$ cat src/rtl/nic_pkg.sv
// ----------------------------------------------------------------------------
// nic_pkg
// Types, constants and helpers shared by the interval coalescer.
// ----------------------------------------------------------------------------
package nic_pkg;

  localparam int TABLE_ENTRIES = 16;
  localparam int OFFSET_BITS   = 24;
  localparam int TAG_W         = 16;
  localparam int SLOT_W        = 4;
  localparam int IDX_W         = (TABLE_ENTRIES > 1) ? $clog2(TABLE_ENTRIES) : 1;
  localparam int CNT_W         = $clog2(TABLE_ENTRIES + 1);
  localparam int QUEUE_DEPTH   = 2;
  localparam int QPTR_W        = $clog2(QUEUE_DEPTH);
  localparam int QCNT_W        = $clog2(QUEUE_DEPTH + 1);
  localparam int RSP_W         = SLOT_W + 2 * OFFSET_BITS + TAG_W + 3;

  typedef logic [OFFSET_BITS-1:0] off_t;
  typedef logic [TAG_W-1:0]       tag_t;
  typedef logic [SLOT_W-1:0]      slot_t;
  typedef logic [IDX_W-1:0]       idx_t;
  typedef logic [CNT_W-1:0]       cnt_t;

  localparam off_t MAX_GAP_RST = OFFSET_BITS'(1024);
  localparam cnt_t FULL_COUNT  = CNT_W'(TABLE_ENTRIES);

  typedef enum logic {
    CMD_ADD    = 1'b0,
    CMD_FINISH = 1'b1
  } cmd_e;

  typedef enum logic {
    OP_ADD,
    OP_FINISH
  } op_e;

  // Classified request handed from the front end to the table engine.
  typedef struct packed {
    op_e  kind;
    off_t left;
    off_t right;
    tag_t tag;
  } op_t;

  typedef struct packed {
    off_t left;
    off_t right;
    tag_t tag;
  } entry_t;

  typedef struct packed {
    slot_t slot;
    off_t  left;
    off_t  right;
    tag_t  tag;
    logic  merged;
    logic  overflow;
    logic  last;
  } rsp_t;

  // Distance from range [l,r) to interval [il,ir); zero on overlap.
  function automatic off_t gap_of(off_t l, off_t r, off_t il, off_t ir);
    off_t d;
    d = '0;
    if (l <= il) begin
      if (il > r) d = il - r;
    end else if (r >= ir) begin
      if (l > ir) d = l - ir;
    end
    return d;
  endfunction

endpackage

$ cat src/rtl/nic_if.sv
// ----------------------------------------------------------------------------
// nic_if
// Request and response channels of the interval coalescer.
// ----------------------------------------------------------------------------
interface nic_req_if;
  logic                valid;
  logic                ready;
  logic                cmd;
  nic_pkg::off_t       range_left;
  nic_pkg::off_t       range_right;
  nic_pkg::tag_t       file_tag;

  modport source (output valid, cmd, range_left, range_right, file_tag, input ready);
  modport sink   (input valid, cmd, range_left, range_right, file_tag, output ready);
endinterface

interface nic_rsp_if;
  logic                valid;
  logic                ready;
  nic_pkg::slot_t      slot;
  nic_pkg::off_t       out_left;
  nic_pkg::off_t       out_right;
  nic_pkg::tag_t       out_tag;
  logic                merged;
  logic                overflow;
  logic                last;

  modport source (output valid, slot, out_left, out_right, out_tag, merged, overflow, last,
                  input ready);
  modport sink   (input valid, slot, out_left, out_right, out_tag, merged, overflow, last,
                  output ready);
endinterface

$ cat src/rtl/nic_front.sv
// ----------------------------------------------------------------------------
// nic_front
// Accept requests, classify them and buffer them in a short queue.
// ----------------------------------------------------------------------------
module nic_front (
  input  logic          clk_i,
  input  logic          rst_ni,
  nic_req_if.sink       req_i,
  output logic          op_valid_o,
  output nic_pkg::op_t  op_o,
  input  logic          op_pop_i
);

  nic_pkg::op_t                  queue_q [nic_pkg::QUEUE_DEPTH];
  logic [nic_pkg::QPTR_W-1:0]    wr_ptr_q, wr_ptr_d;
  logic [nic_pkg::QPTR_W-1:0]    rd_ptr_q, rd_ptr_d;
  logic [nic_pkg::QCNT_W-1:0]    fill_q, fill_d;
  nic_pkg::op_t                  op_new;
  logic                          push, pop;

  // Decode the command.
  always_comb begin
    op_new.left  = req_i.range_left;
    op_new.right = req_i.range_right;
    op_new.tag   = req_i.file_tag;
    unique case (req_i.cmd)
      nic_pkg::CMD_ADD:    op_new.kind = nic_pkg::OP_ADD;
      nic_pkg::CMD_FINISH: op_new.kind = nic_pkg::OP_FINISH;
      default:             op_new.kind = nic_pkg::OP_ADD;
    endcase
  end

  assign req_i.ready = (fill_q != nic_pkg::QCNT_W'(nic_pkg::QUEUE_DEPTH));
  assign push        = req_i.valid && req_i.ready;
  assign op_valid_o  = (fill_q != '0);
  assign pop         = op_pop_i && op_valid_o;
  assign op_o        = queue_q[rd_ptr_q];

  always_comb begin
    wr_ptr_d = push ? wr_ptr_q + 1'b1 : wr_ptr_q;
    rd_ptr_d = pop  ? rd_ptr_q + 1'b1 : rd_ptr_q;
    fill_d   = fill_q;
    if (push && !pop) fill_d = fill_q + 1'b1;
    if (pop && !push) fill_d = fill_q - 1'b1;
  end

  always_ff @(posedge clk_i or negedge rst_ni) begin
    if (!rst_ni) begin
      wr_ptr_q <= '0;
      rd_ptr_q <= '0;
      fill_q   <= '0;
    end else begin
      wr_ptr_q <= wr_ptr_d;
      rd_ptr_q <= rd_ptr_d;
      fill_q   <= fill_d;
    end
  end

  always_ff @(posedge clk_i) begin
    if (push) queue_q[wr_ptr_q] <= op_new;
  end

endmodule

$ cat src/rtl/nic_back.sv
// ----------------------------------------------------------------------------
// nic_back
// Interval table engine: nearest-interval scan, merge or append, and flush.
// ----------------------------------------------------------------------------
module nic_back (
  input  logic           clk_i,
  input  logic           rst_ni,
  input  logic           op_valid_i,
  input  nic_pkg::op_t   op_i,
  output logic           op_pop_o,
  input  nic_pkg::off_t  max_gap_i,
  output logic           rsp_valid_o,
  output nic_pkg::rsp_t  rsp_o,
  input  logic           rsp_ready_i
);

  typedef enum logic [2:0] {
    S_IDLE,
    S_SCAN,
    S_DECIDE,
    S_EM_RD,
    S_EM_WR
  } state_e;

  state_e          state_q, state_d;
  nic_pkg::cnt_t   count_q, count_d;
  nic_pkg::cnt_t   iss_q, iss_d;
  logic            chk_vld_q, chk_vld_d;
  nic_pkg::idx_t   chk_idx_q, chk_idx_d;
  logic            found_q, found_d;
  logic            out_vld_q, out_vld_d;

  nic_pkg::op_t    item_q, item_d;
  nic_pkg::idx_t   best_idx_q, best_idx_d;
  nic_pkg::off_t   best_gap_q, best_gap_d;
  nic_pkg::entry_t best_q, best_d;
  nic_pkg::rsp_t   out_q, out_d;

  nic_pkg::entry_t mem [nic_pkg::TABLE_ENTRIES];
  nic_pkg::entry_t rd_q;
  logic            rd_en, wr_en;
  nic_pkg::idx_t   rd_addr, wr_addr;
  nic_pkg::entry_t wr_data;

  nic_pkg::off_t   gap;
  nic_pkg::off_t   wide_l, wide_r;
  logic            out_free;
  logic            em_last;

  assign gap      = nic_pkg::gap_of(item_q.left, item_q.right, rd_q.left, rd_q.right);
  assign wide_l   = (item_q.left < best_q.left) ? item_q.left : best_q.left;
  assign wide_r   = (item_q.right > best_q.right) ? item_q.right : best_q.right;
  assign out_free = !out_vld_q || rsp_ready_i;
  assign em_last  = (iss_q == count_q - nic_pkg::CNT_W'(1));

  always_comb begin
    state_d    = state_q;
    count_d    = count_q;
    iss_d      = iss_q;
    chk_vld_d  = chk_vld_q;
    chk_idx_d  = chk_idx_q;
    found_d    = found_q;
    item_d     = item_q;
    best_idx_d = best_idx_q;
    best_gap_d = best_gap_q;
    best_d     = best_q;
    out_vld_d  = out_vld_q && !rsp_ready_i;
    out_d      = out_q;
    op_pop_o   = 1'b0;
    rd_en      = 1'b0;
    rd_addr    = iss_q[nic_pkg::IDX_W-1:0];
    wr_en      = 1'b0;
    wr_addr    = best_idx_q;
    wr_data    = '{left: item_q.left, right: item_q.right, tag: item_q.tag};

    unique case (state_q)
      S_IDLE: begin
        if (op_valid_i) begin
          op_pop_o  = 1'b1;
          item_d    = op_i;
          iss_d     = '0;
          chk_vld_d = 1'b0;
          found_d   = 1'b0;
          unique case (op_i.kind)
            nic_pkg::OP_ADD:    state_d = S_SCAN;
            nic_pkg::OP_FINISH: state_d = (count_q == '0) ? S_IDLE : S_EM_RD;
            default:            state_d = S_IDLE;
          endcase
        end
      end

      S_SCAN: begin
        // Issue one slot read a cycle; compare the slot read last cycle.
        chk_vld_d = 1'b0;
        if (iss_q < count_q) begin
          rd_en     = 1'b1;
          iss_d     = iss_q + 1'b1;
          chk_vld_d = 1'b1;
          chk_idx_d = iss_q[nic_pkg::IDX_W-1:0];
        end
        if (chk_vld_q && (!found_q || gap < best_gap_q)) begin
          found_d    = 1'b1;
          best_idx_d = chk_idx_q;
          best_gap_d = gap;
          best_d     = rd_q;
        end
        if (iss_q == count_q && !chk_vld_q) state_d = S_DECIDE;
      end

      S_DECIDE: begin
        if (out_free) begin
          out_vld_d = 1'b1;
          state_d   = S_IDLE;
          if (found_q && best_gap_q < max_gap_i) begin
            wr_en   = 1'b1;
            wr_addr = best_idx_q;
            wr_data = '{left: wide_l, right: wide_r, tag: best_q.tag};
            out_d   = '{slot: nic_pkg::SLOT_W'(best_idx_q), left: wide_l, right: wide_r,
                        tag: best_q.tag, merged: 1'b1, overflow: 1'b0, last: 1'b1};
          end else if (count_q == nic_pkg::FULL_COUNT) begin
            // Table full: drop the range and flag it.
            out_d   = '{slot: '0, left: item_q.left, right: item_q.right,
                        tag: item_q.tag, merged: 1'b0, overflow: 1'b1, last: 1'b1};
          end else begin
            wr_en   = 1'b1;
            wr_addr = count_q[nic_pkg::IDX_W-1:0];
            count_d = count_q + 1'b1;
            out_d   = '{slot: nic_pkg::SLOT_W'(count_q[nic_pkg::IDX_W-1:0]),
                        left: item_q.left, right: item_q.right, tag: item_q.tag,
                        merged: 1'b0, overflow: 1'b0, last: 1'b1};
          end
        end
      end

      S_EM_RD: begin
        rd_en   = 1'b1;
        state_d = S_EM_WR;
      end

      S_EM_WR: begin
        if (out_free) begin
          out_vld_d = 1'b1;
          out_d     = '{slot: nic_pkg::SLOT_W'(iss_q[nic_pkg::IDX_W-1:0]), left: rd_q.left,
                        right: rd_q.right, tag: rd_q.tag, merged: 1'b0, overflow: 1'b0,
                        last: em_last};
          if (em_last) begin
            count_d = '0;
            state_d = S_IDLE;
          end else begin
            iss_d   = iss_q + 1'b1;
            state_d = S_EM_RD;
          end
        end
      end

      default: state_d = S_IDLE;
    endcase
  end

  always_ff @(posedge clk_i or negedge rst_ni) begin
    if (!rst_ni) begin
      state_q    <= S_IDLE;
      count_q    <= '0;
      iss_q      <= '0;
      chk_vld_q  <= 1'b0;
      chk_idx_q  <= '0;
      found_q    <= 1'b0;
      out_vld_q  <= 1'b0;
      item_q     <= '0;
      best_idx_q <= '0;
      best_gap_q <= '0;
      best_q     <= '0;
      out_q      <= '0;
    end else begin
      state_q    <= state_d;
      count_q    <= count_d;
      iss_q      <= iss_d;
      chk_vld_q  <= chk_vld_d;
      chk_idx_q  <= chk_idx_d;
      found_q    <= found_d;
      out_vld_q  <= out_vld_d;
      item_q     <= item_d;
      best_idx_q <= best_idx_d;
      best_gap_q <= best_gap_d;
      best_q     <= best_d;
      out_q      <= out_d;
    end
  end

  // Interval table: one write port, one registered read port.
  always_ff @(posedge clk_i) begin
    if (wr_en) mem[wr_addr] <= wr_data;
    if (rd_en) rd_q <= mem[rd_addr];
  end

  assign rsp_valid_o = out_vld_q;
  assign rsp_o       = out_q;

endmodule

$ cat src/rtl/nearest_interval_coalescer.sv
// ----------------------------------------------------------------------------
// nearest_interval_coalescer
// Coalesce byte ranges of one file into a small table of intervals.
// ----------------------------------------------------------------------------
// An add request carries a range [range_left, range_right) and a file tag.
// The block scans the table for the interval nearest to the range (gap zero
// on overlap or containment, lowest slot on a tie); if that gap is below
// max_gap the interval is widened to cover the range and a response with
// merged set is returned, otherwise the range is appended as a new interval,
// or, with all 16 slots taken, dropped and reported with overflow set (slot
// 0, the dropped range and tag). A finish request returns every stored
// interval in slot order, last set on the final one, and empties the table;
// on an empty table it returns nothing. An add has the table engine fetch
// the request, read each stored slot in turn through the single read port
// of the interval memory, drain the last compare and then update; a finish
// reads and returns each stored interval in turn. A two-entry request queue
// in front of the engine and a response register behind it let either side
// stall on its own.
// max_gap resets to 1024 and is written through cfg_we_i / cfg_wdata_i; the
// user must write it only while the block is idle, which the block itself
// does not enforce. The interval table needs no clearing after reset.
// ----------------------------------------------------------------------------
module nearest_interval_coalescer (
  input  logic           clk_i,
  input  logic           rst_ni,
  nic_req_if.sink        req_i,
  nic_rsp_if.source      rsp_o,
  input  logic           cfg_we_i,
  input  nic_pkg::off_t  cfg_wdata_i
);

  nic_pkg::off_t  max_gap_q;
  logic           op_valid;
  logic           op_pop;
  nic_pkg::op_t   op;
  logic           rsp_valid;
  nic_pkg::rsp_t  rsp;

  // Merge threshold register.
  always_ff @(posedge clk_i or negedge rst_ni) begin
    if (!rst_ni) begin
      max_gap_q <= nic_pkg::MAX_GAP_RST;
    end else if (cfg_we_i) begin
      max_gap_q <= cfg_wdata_i;
    end
  end

  // Front end: accept and classify requests, queue them.
  nic_front u_front (
    .clk_i      (clk_i),
    .rst_ni     (rst_ni),
    .req_i      (req_i),
    .op_valid_o (op_valid),
    .op_o       (op),
    .op_pop_i   (op_pop)
  );

  // Table engine: scan, merge or append, flush.
  nic_back u_back (
    .clk_i       (clk_i),
    .rst_ni      (rst_ni),
    .op_valid_i  (op_valid),
    .op_i        (op),
    .op_pop_o    (op_pop),
    .max_gap_i   (max_gap_q),
    .rsp_valid_o (rsp_valid),
    .rsp_o       (rsp),
    .rsp_ready_i (rsp_o.ready)
  );

  // Drive the response channel from the engine's output register.
  assign rsp_o.valid     = rsp_valid;
  assign rsp_o.slot      = rsp.slot;
  assign rsp_o.out_left  = rsp.left;
  assign rsp_o.out_right = rsp.right;
  assign rsp_o.out_tag   = rsp.tag;
  assign rsp_o.merged    = rsp.merged;
  assign rsp_o.overflow  = rsp.overflow;
  assign rsp_o.last      = rsp.last;

endmodule

$ cat src/flat_wrapper.sv
// flat-port wrapper written by rule: the top's interface ports become plain ports
module nearest_interval_coalescer_flat 
  (clk_i, rst_ni, cfg_we_i, cfg_wdata_i, req_i_valid, req_i_cmd, req_i_range_left, req_i_range_right, req_i_file_tag, req_i_ready, rsp_o_valid, rsp_o_slot, rsp_o_out_left, rsp_o_out_right, rsp_o_out_tag, rsp_o_merged, rsp_o_overflow, rsp_o_last, rsp_o_ready);
  nic_req_if req_i_i ();
  nic_rsp_if rsp_o_i ();
  input  logic clk_i;
  input  logic rst_ni;
  input  logic cfg_we_i;
  input  nic_pkg::off_t cfg_wdata_i;
  input wire logic [$bits(req_i_i.valid)-1:0] req_i_valid;
  input wire logic [$bits(req_i_i.cmd)-1:0] req_i_cmd;
  input wire logic [$bits(req_i_i.range_left)-1:0] req_i_range_left;
  input wire logic [$bits(req_i_i.range_right)-1:0] req_i_range_right;
  input wire logic [$bits(req_i_i.file_tag)-1:0] req_i_file_tag;
  output wire logic [$bits(req_i_i.ready)-1:0] req_i_ready;
  output wire logic [$bits(rsp_o_i.valid)-1:0] rsp_o_valid;
  output wire logic [$bits(rsp_o_i.slot)-1:0] rsp_o_slot;
  output wire logic [$bits(rsp_o_i.out_left)-1:0] rsp_o_out_left;
  output wire logic [$bits(rsp_o_i.out_right)-1:0] rsp_o_out_right;
  output wire logic [$bits(rsp_o_i.out_tag)-1:0] rsp_o_out_tag;
  output wire logic [$bits(rsp_o_i.merged)-1:0] rsp_o_merged;
  output wire logic [$bits(rsp_o_i.overflow)-1:0] rsp_o_overflow;
  output wire logic [$bits(rsp_o_i.last)-1:0] rsp_o_last;
  input wire logic [$bits(rsp_o_i.ready)-1:0] rsp_o_ready;
  assign req_i_i.valid = req_i_valid;
  assign req_i_i.cmd = req_i_cmd;
  assign req_i_i.range_left = req_i_range_left;
  assign req_i_i.range_right = req_i_range_right;
  assign req_i_i.file_tag = req_i_file_tag;
  assign req_i_ready = req_i_i.ready;
  assign rsp_o_valid = rsp_o_i.valid;
  assign rsp_o_slot = rsp_o_i.slot;
  assign rsp_o_out_left = rsp_o_i.out_left;
  assign rsp_o_out_right = rsp_o_i.out_right;
  assign rsp_o_out_tag = rsp_o_i.out_tag;
  assign rsp_o_merged = rsp_o_i.merged;
  assign rsp_o_overflow = rsp_o_i.overflow;
  assign rsp_o_last = rsp_o_i.last;
  assign rsp_o_i.ready = rsp_o_ready;
  nearest_interval_coalescer u_core (.clk_i(clk_i), .rst_ni(rst_ni), .req_i(req_i_i), .rsp_o(rsp_o_i), .cfg_we_i(cfg_we_i), .cfg_wdata_i(cfg_wdata_i));
endmodule
$ cat config.mk
export PLATFORM = sky130hd
export DESIGN_NAME = nearest_interval_coalescer_flat
export DESIGN_NICKNAME = d
export VERILOG_FILES = /design/src/rtl/nic_pkg.sv /design/src/rtl/nic_if.sv /design/src/rtl/nic_front.sv /design/src/rtl/nic_back.sv /design/src/rtl/nearest_interval_coalescer.sv /design/src/flat_wrapper.sv
export SDC_FILE = /design/constraint.sdc
export NUM_CORES = 2
export LEC_CHECK = 0
export BUFFER_PORTS_ARGS = -buffer_cell sky130_fd_sc_hd__buf_2
export CORE_ASPECT_RATIO = 0.6
export CORE_MARGIN = 2
export CORE_UTILIZATION = 25
export CTS_CLUSTER_SIZE = 10
export DETAILED_ROUTE_END_ITERATION = 7
export PLACE_DENSITY = 0.49
export RECOVER_POWER = 100
export SYNTH_ARGS = -nofsm -noshare
export SYNTH_HDL_FRONTEND = slang
export SYNTH_SLANG_ARGS = --single-unit
$ cat constraint.sdc
create_clock -name clk_i -period 8 [get_ports clk_i]
set_input_delay 0.8 -clock clk_i [delete_from_list [all_inputs] [get_ports clk_i]]
set_output_delay 0.8 -clock clk_i [all_outputs]
set_load 0.005 [all_outputs]
; ---- Word-level counts from Yosys, hierarchy flattened
; Memories as Yosys holds them, arrays and structs flattened. A register that Yosys moved wholly into a read port is not among the register bits.
; Index checks and enable logic that the tools add are counted.
; Widths: inputs -> output; s select.
[word_totals]
mem_bits_rw = 1154
input_bits = 94
regBits = 275
out_inout_bits = 73
wordCells = 157
n_memories = 2
[memory_table]
columns = memory, depth, word_bits, rd, rd_clocked_by_memory_dff, write_ports, line_no
row1 = u_core.u_back.mem, 16, 64, 1, 1, 1, nic_back.sv:39  ; nic_pkg::entry_t mem [nic_pkg::TABLE_ENTRIES];
row2 = u_core.u_front.queue_q, 2, 65, 1, 0, 1, nic_front.sv:14  ; nic_pkg::op_t queue_q [nic_pkg::QUEUE_DEPTH];
[classes]
n_reduce_logical = 33
magnitude_cmp = 9
eq_ne = 18
n_addsub = 9
bitwise_logic = 2
n_mux = 58
[ops]
columns = operator, n
row1 = $mux 71, 4
row2 = $mux 64, 3
row3 = $mux 24, 6
row4 = $pmux 71 s2, 1
row5 = $gt 24x24->1, 3
row6 = $lt 24x24->1, 3
row7 = $sub 24x24->24, 2
row8 = $mux 5, 9
row9 = $ge 24x24->1, 1
row10 = $le 24x24->1, 1
row11 = $ne 2x2->1 const B, 10
row12 = $mux 4, 4
row13 = $mux 1, 15
row14 = $pmux 3 s5, 1
row15 = $pmux 5 s3, 1
row16 = $mux 3, 4
row17 = $add 5x1->5 const B, 2
row18 = $eq 5x5->1, 2
row19 = $pmux 5 s2, 1
row20 = $logic_and 1x1->1, 8
row21 = $mux 2, 4
row22 = $pmux 1 s2, 4
row23 = $reduce_and 2->1, 4
row24 = $reduce_bool 2->1, 4
row25 = 22 further kinds, 32

; ---- Longest topological paths before layout
[depth]
depth_word = 9
mapped_depth = 26
ltp_nobuf = 22

; ---- By module
; A second synthesis with hierarchy kept.
[unflattened]
cells_unflattened = 3619
hier_area_um2 = 64001.4
[modules_own_cells]
columns = mod, cells_each, area_each_um2, n_inst, seq_area_each_um2
row1 = nic_back, 3349, 57955.6, 1, 38852.3
row2 = nic_front, 219, 5047.3, 1, 4003.8
row3 = nearest_interval_coalescer, 51, 998.5, 1, 601.8

; ---- Least setup slack after synthesis
; OpenSTA, ideal clock, no wires.
[synth_timing]
path_kind = reg-to-reg
from = register u_core.max_gap_q[10]
to = memory u_core.u_back.mem[12][0] in the netlist's numbering, enable pin
period_less_slack_ns = 7.626
stages_incl_launch_ff = 13
setup_ns = 0.565
arrival_ns = 7.061
required_time_ns = 7.435
setup_slack_ns = 0.374
n_path_buf = 1
path_cell_list = dfstp_2 inv_1 ha_1 a41o_1 a21oi_1 o21ai_0 o211a_1 a31oi_1 nor4b_1 clkbuf_1 nor3_1 mux2_2 nor3_1
[synth_via]
elab_chain_cells = 7
elab_cells_between_ends = 10
cone_classes = order compare: 1 / mux: 8 / reduce/logical: 1
[synth_rtl]
columns = element, line_no
row1 = "start, declared", nearest_interval_coalescer.sv:32  ; nic_pkg::off_t max_gap_q;
row2 = "start signal, assigned", nearest_interval_coalescer.sv:42  ; max_gap_q <= nic_pkg::MAX_GAP_RST;
row3 = "start signal, assigned", nearest_interval_coalescer.sv:44  ; max_gap_q <= cfg_wdata_i;
row4 = $lt 24x24->1 (*), nic_back.sv:114  ; if (found_q && best_gap_q < max_gap_i) begin
row5 = $logic_and 1x1->1 (*), nic_back.sv:114
row6 = $mux 1, nic_back.sv:114
row7 = $mux 1, nic_back.sv:111  ; if (out_free) begin
row8 = $mux 1, nic_back.sv:76  ; unique case (state_q)
row9 = $mux 1, nic_back.sv:192  ; if (wr_en) mem[wr_addr] <= wr_data;
row10 = $mux 1 (implied by the code), nic_back.sv:192
row11 = "end, declared", nic_back.sv:39
; Mark *: on every way between the ends. The rest lies on a longest branch, timed or not.

; ---- Worst setup path in the final report
[layout_timing]
from = register u_core.u_back.best_gap_q[13]
to = memory u_core.u_back.mem[0][42] in the netlist's numbering, enable pin
[layout_via]
elab_chain_cells = 7
elab_cells_between_ends = 10
cone_classes = order compare: 1 / mux: 8 / reduce/logical: 1
[layout_rtl]
columns = element, line_no
row1 = "start, declared", nic_back.sv:35  ; nic_pkg::off_t best_gap_q, best_gap_d;
row2 = "start signal, assigned", nic_back.sv:184  ; best_gap_q <= best_gap_d;
row3 = $lt 24x24->1 (*), nic_back.sv:114
row4 = $logic_and 1x1->1 (*), nic_back.sv:114
row5 = $mux 1, nic_back.sv:114
row6 = $mux 1, nic_back.sv:111
row7 = $mux 1, nic_back.sv:76
row8 = $mux 1, nic_back.sv:192
row9 = $mux 1 (implied by the code), nic_back.sv:192
; Marks and branches as above.

==> flow_metrics.env <==
export IMPL_p_sw_frac=0.384
export IMPL_clk_latency_ns=0.82
export IMPL_avgRoutedWirePerCell_um=26.0
export IMPL_first_pass_iters=5
export IMPL_final_cells=7526
export IMPL_htree_levels=4
export IMPL_synth_ff_type="edfxtp_1"
export IMPL_totalWireLength_um=196000
export IMPL_maxCapViolations=17
export IMPL_synthArstFlopShare=0.184
export IMPL_hold_ws_ns=0.173
export IMPL_area_growth_pct=15.8
export IMPL_p_leak_uw=0.0253
export IMPL_r2r_start="u_core.u_back.best_gap_q[13]$_DFFE_PN0P_"
export IMPL_p_switching_uw=11900
export IMPL_cp_required_ns=8.41
export IMPL_dieWidth_um=655
export IMPL_overflow=0
export IMPL_power_density_nw_per_um2=419
export IMPL_path_max_fanout=56
export IMPL_total_power_uw=30900
export IMPL_cts_buffers=175
export IMPL_grt_pass1_vias=35200
export IMPL_rrSetupSlack_ns=0.31
export IMPL_cp_arrival_ns=8.10
export IMPL_fin_setup_tns_ns=0
export IMPL_cts_root_buf="clkbuf_16"
export IMPL_slew_headroom=-2.63
export IMPL_synth_cell_type_count=74
export IMPL_synth_area_leader_cell="edfxtp_1"
export IMPL_dp_cells=7244
export IMPL_die_area_sq_um=259000
export IMPL_rr_worst_depth=13
export IMPL_synth_nets=4052
export IMPL_yosysWarnings=0
export IMPL_die_y_um=395
export IMPL_holdCritStartpoint="req_i_file_tag[4]"
export IMPL_violations="capacitance limit, slew limit"
export IMPL_min_to="u_core.u_front.queue_q[1][4]$_DFFE_PP_"
export IMPL_drc_errors=0
export IMPL_synth_seq_cells=1493
export IMPL_clock_skew_ns=0.0601
export IMPL_holdBufCountCts=0
export IMPL_status="complete, but fails checks"
export IMPL_clk_pin_slew_worst_paths_ns=0.06
export IMPL_internal_power_uw=19000
export IMPL_clock_sinks=1493
export IMPL_post_synth_top_area_fraction=0.575
export IMPL_synthesis_area_sq_um=63700
export IMPL_yosys_top_cells_area="edfxtp_1 (57%), mux4_2 (11%), dfrtp_1 (11%)"
export IMPL_routed_via_count=35700
export IMPL_seq_power_share=0.373
export IMPL_rsz0062_at_grt="false"
export IMPL_vias_per_cell=4.74
export IMPL_grt_pass1_wl_um=275000
export IMPL_r2r_end="u_core.u_back.mem[0][42]$_DFFE_PP_"
export IMPL_crit_type="reg2reg"
export IMPL_first_iter_violations=3989
export IMPL_min_path_cells=1
export IMPL_hold_violations=0
export IMPL_cts_tree="done"
export IMPL_irDropWorstVdd_v=0.000230
export IMPL_clkPwrFrac=0.234
export IMPL_period_needed_ns=7.69
export IMPL_antenna_found_initial=19
export IMPL_synth_edf_count=1218
export IMPL_hp_class="in2reg"
export IMPL_drtAntennaViolNets=0
export IMPL_gp_congestion=0.928
export IMPL_final_nets=4309
export IMPL_worst_pin_slew_ns=5.44
export IMPL_cp_end_kind="flip-flop"
export IMPL_clockBufferDepth=4
export IMPL_max_freq_mhz=130
export IMPL_initial_core_util=0.251
export IMPL_yosysSeqAreaShare=0.683
export IMPL_n_fill_cell=25200
export IMPL_combinationalPowerShare=0.393
export IMPL_rows=143
export IMPL_synthCells=3757
export IMPL_track_usage=0.148
export IMPL_core_area_sq_um=253000
export IMPL_start_kind="flip-flop"
export IMPL_ctsResizeCount=0
export IMPL_io_pins=167
export IMPL_drive_gt1_frac=0.167
export IMPL_port_buffers=166
export IMPL_fin_crit_sh=0.961
export IMPL_grt_max_degree=120
export IMPL_place_hpwl_um=120000
export IMPL_setup_viol_count_final=0
export IMPL_post_cts_buffers=0
export IMPL_drv_slew=721
export IMPL_post_synth_cell_area_avg_sq_um=16.9
==> final cells by class <==
cell class | instances | area (sq um) | share of cell area
Clock buffer | 278 | 4880 | 0.0662
Clock inverter | 3 | 33.8 | 0.000458
Inverter | 193 | 724 | 0.00983
Antenna cell | 1 | 2.50 | 0.0000339
Multi-Input combinational cell | 1894 | 18800 | 0.256
Timing Repair Buffer | 257 | 1510 | 0.0204
Tap cell | 3407 | 4260 | 0.0578
Sequential cell | 1493 | 43500 | 0.590
==> worst max-delay path by stage <==
stage	start	endpoint	slack, ns	cells after the start
after detailed placement	u_core.u_back.rd_q[61]$_DFFE_PP_	u_core.u_back.best_q[37]$_DFFE_PN0P_	0.88	18
final	u_core.u_back.best_gap_q[13]$_DFFE_PN0P_	u_core.u_back.mem[0][42]$_DFFE_PP_	0.31	13
after global placement	u_core.u_back.rd_q[61]$_DFFE_PP_	u_core.u_back.best_q[58]$_DFFE_PN0P_	1.05	18
after CTS	u_core.u_back.rd_q[61]$_DFFE_PP_	u_core.u_back.best_q[28]$_DFFE_PN0P_	0.84	18
after global routing	u_core.u_back.best_gap_q[13]$_DFFE_PN0P_	u_core.u_back.mem[0][44]$_DFFE_PP_	0.13	13
after floorplan	u_core.max_gap_q[10]$_DFFE_PN1P_	u_core.u_back.mem[12][0]$_DFFE_PP_	0.37	12
==> cells by family (layout without fill, tap and decap cells) <==
logic type               Yosys count  after routing  synth area share
XOR/XNOR                          46             46           0.00633
AND/OR/NAND/NOR                  466            466            0.0352
flip-flops                      1493           1493             0.683
buffers and inverters            370            731            0.0231
other                              0              1                 0
multiplexers                     592            592             0.158
adder cells (fa/ha/maj)          201            201            0.0397
AO/OA/AOI/OAI                    589            589            0.0552
==> metrics by stage <==
| step | utilization | setup slack (ns) | cell area (sq um) |
|---|---|---|---|
| after floorplan | - | 0.374 | 63700 |
| after global placement | 0.273 | 1.05 | 69200 |
| after detailed placement | 0.273 | 0.880 | 69200 |
| after CTS | 0.293 | 0.836 | 74100 |
| after global routing | 0.291 | 0.127 | 73700 |
| final | 0.291 | 0.308 | 73700 |
==> critical path: stages, from the launching register on <==
cell	delay, ns
dfrtp_1	0.41
ha_1	0.32
a21o_1	0.16
a211oi_1	0.26
o21ai_0	0.14
o211a_1	0.13
a31oi_1	0.41
nor4b_1	0.93
buf_4	0.29
clkbuf_1	1.88
nor3_1	0.58
mux2_1	0.69
nor3_2	0.38
buf_12	0.41
==> power groups by stage <==
stage / clock (uW) / sequential [uW] / combinational [uW]
after floorplan: 0 / 11200 / 7570
after global placement: 0 / 11600 / 12000
after detailed placement: 0 / 11600 / 12000
after CTS: 7410 / 11500 / 12100
after global routing: 7750 / 11600 / 13100
final: 7240 / 11500 / 12100
==> flip-flops by register name, summed over array words and instances, names as in the netlist <==
signal	cells
u_core.u_back.found_q	1
u_core.u_back.item_q	64
u_core.u_back.best_idx_q	4
u_core.u_back.mem	1024
u_core.u_back.chk_idx_q	4
u_core.u_back.iss_q	5
u_core.u_front.fill_q	2
u_core.u_back.rd_q	64
u_core.u_front.rd_ptr_q	1
u_core.u_back.rsp_valid_o	1
u_core.u_front.queue_q	130
u_core.u_back.state_q	3
u_core.u_back.count_q	5
u_core.u_back.rsp_o	71
u_core.u_back.chk_vld_q	1
u_core.u_back.best_gap_q	24
u_core.u_back.best_q	64
u_core.max_gap_q	24
u_core.u_front.wr_ptr_q	1
==> Yosys cell counts, types with 6 or more instances <==
library cell  instances
xnor2_1              30
and3_1                7
o31ai_1               7
a21boi_0              6
ha_1                199
a21o_1               64
o211ai_1             14
buf_6                 7
nor4_1                8
nor2_1              131
xor2_1               16
clkbuf_1            119
mux2i_1             179
mux2_2               70
o21bai_1              9
o21a_1               12
inv_1               193
a211o_1               7
nand4_1              34
nand2b_1             20
mux2_1               23
a211oi_1             12
nor2b_1              15
nor3_1               77
mux4_2              320
buf_1                37
a31oi_1              10
dfrtp_1             274
o21ai_0             178
edfxtp_1           1218
a21oi_1             215
nand2_1              94
buf_2                12
o22ai_1               6
nand3_1              48
==> metal layers <==
metal	vias up	global-route usage	wire length, um
met5	-	0.00445	246
met4	14	0.0291	3910
met3	243	0.0467	17900
met2	1350	0.201	79800
met1	18800	0.228	93800
li1	15300	-	-
==> placed cells by master (no fill, tap or decap), drive strengths merged, types with 15 or more instances in the layout <==
cell       n
ha       199
xnor2     30
clkbuf   420
nand4     35
mux4     320
inv      195
nor2b     15
edfxtp  1218
nor2     131
a21oi    215
mux2      93
nand2     94
nand2b    20
xor2      16
nand3     48
mux2i    179
dfrtp    274
buf      115
o21ai    181
a21o      64
nor3      77
Power figures use the tool's default switching activity.
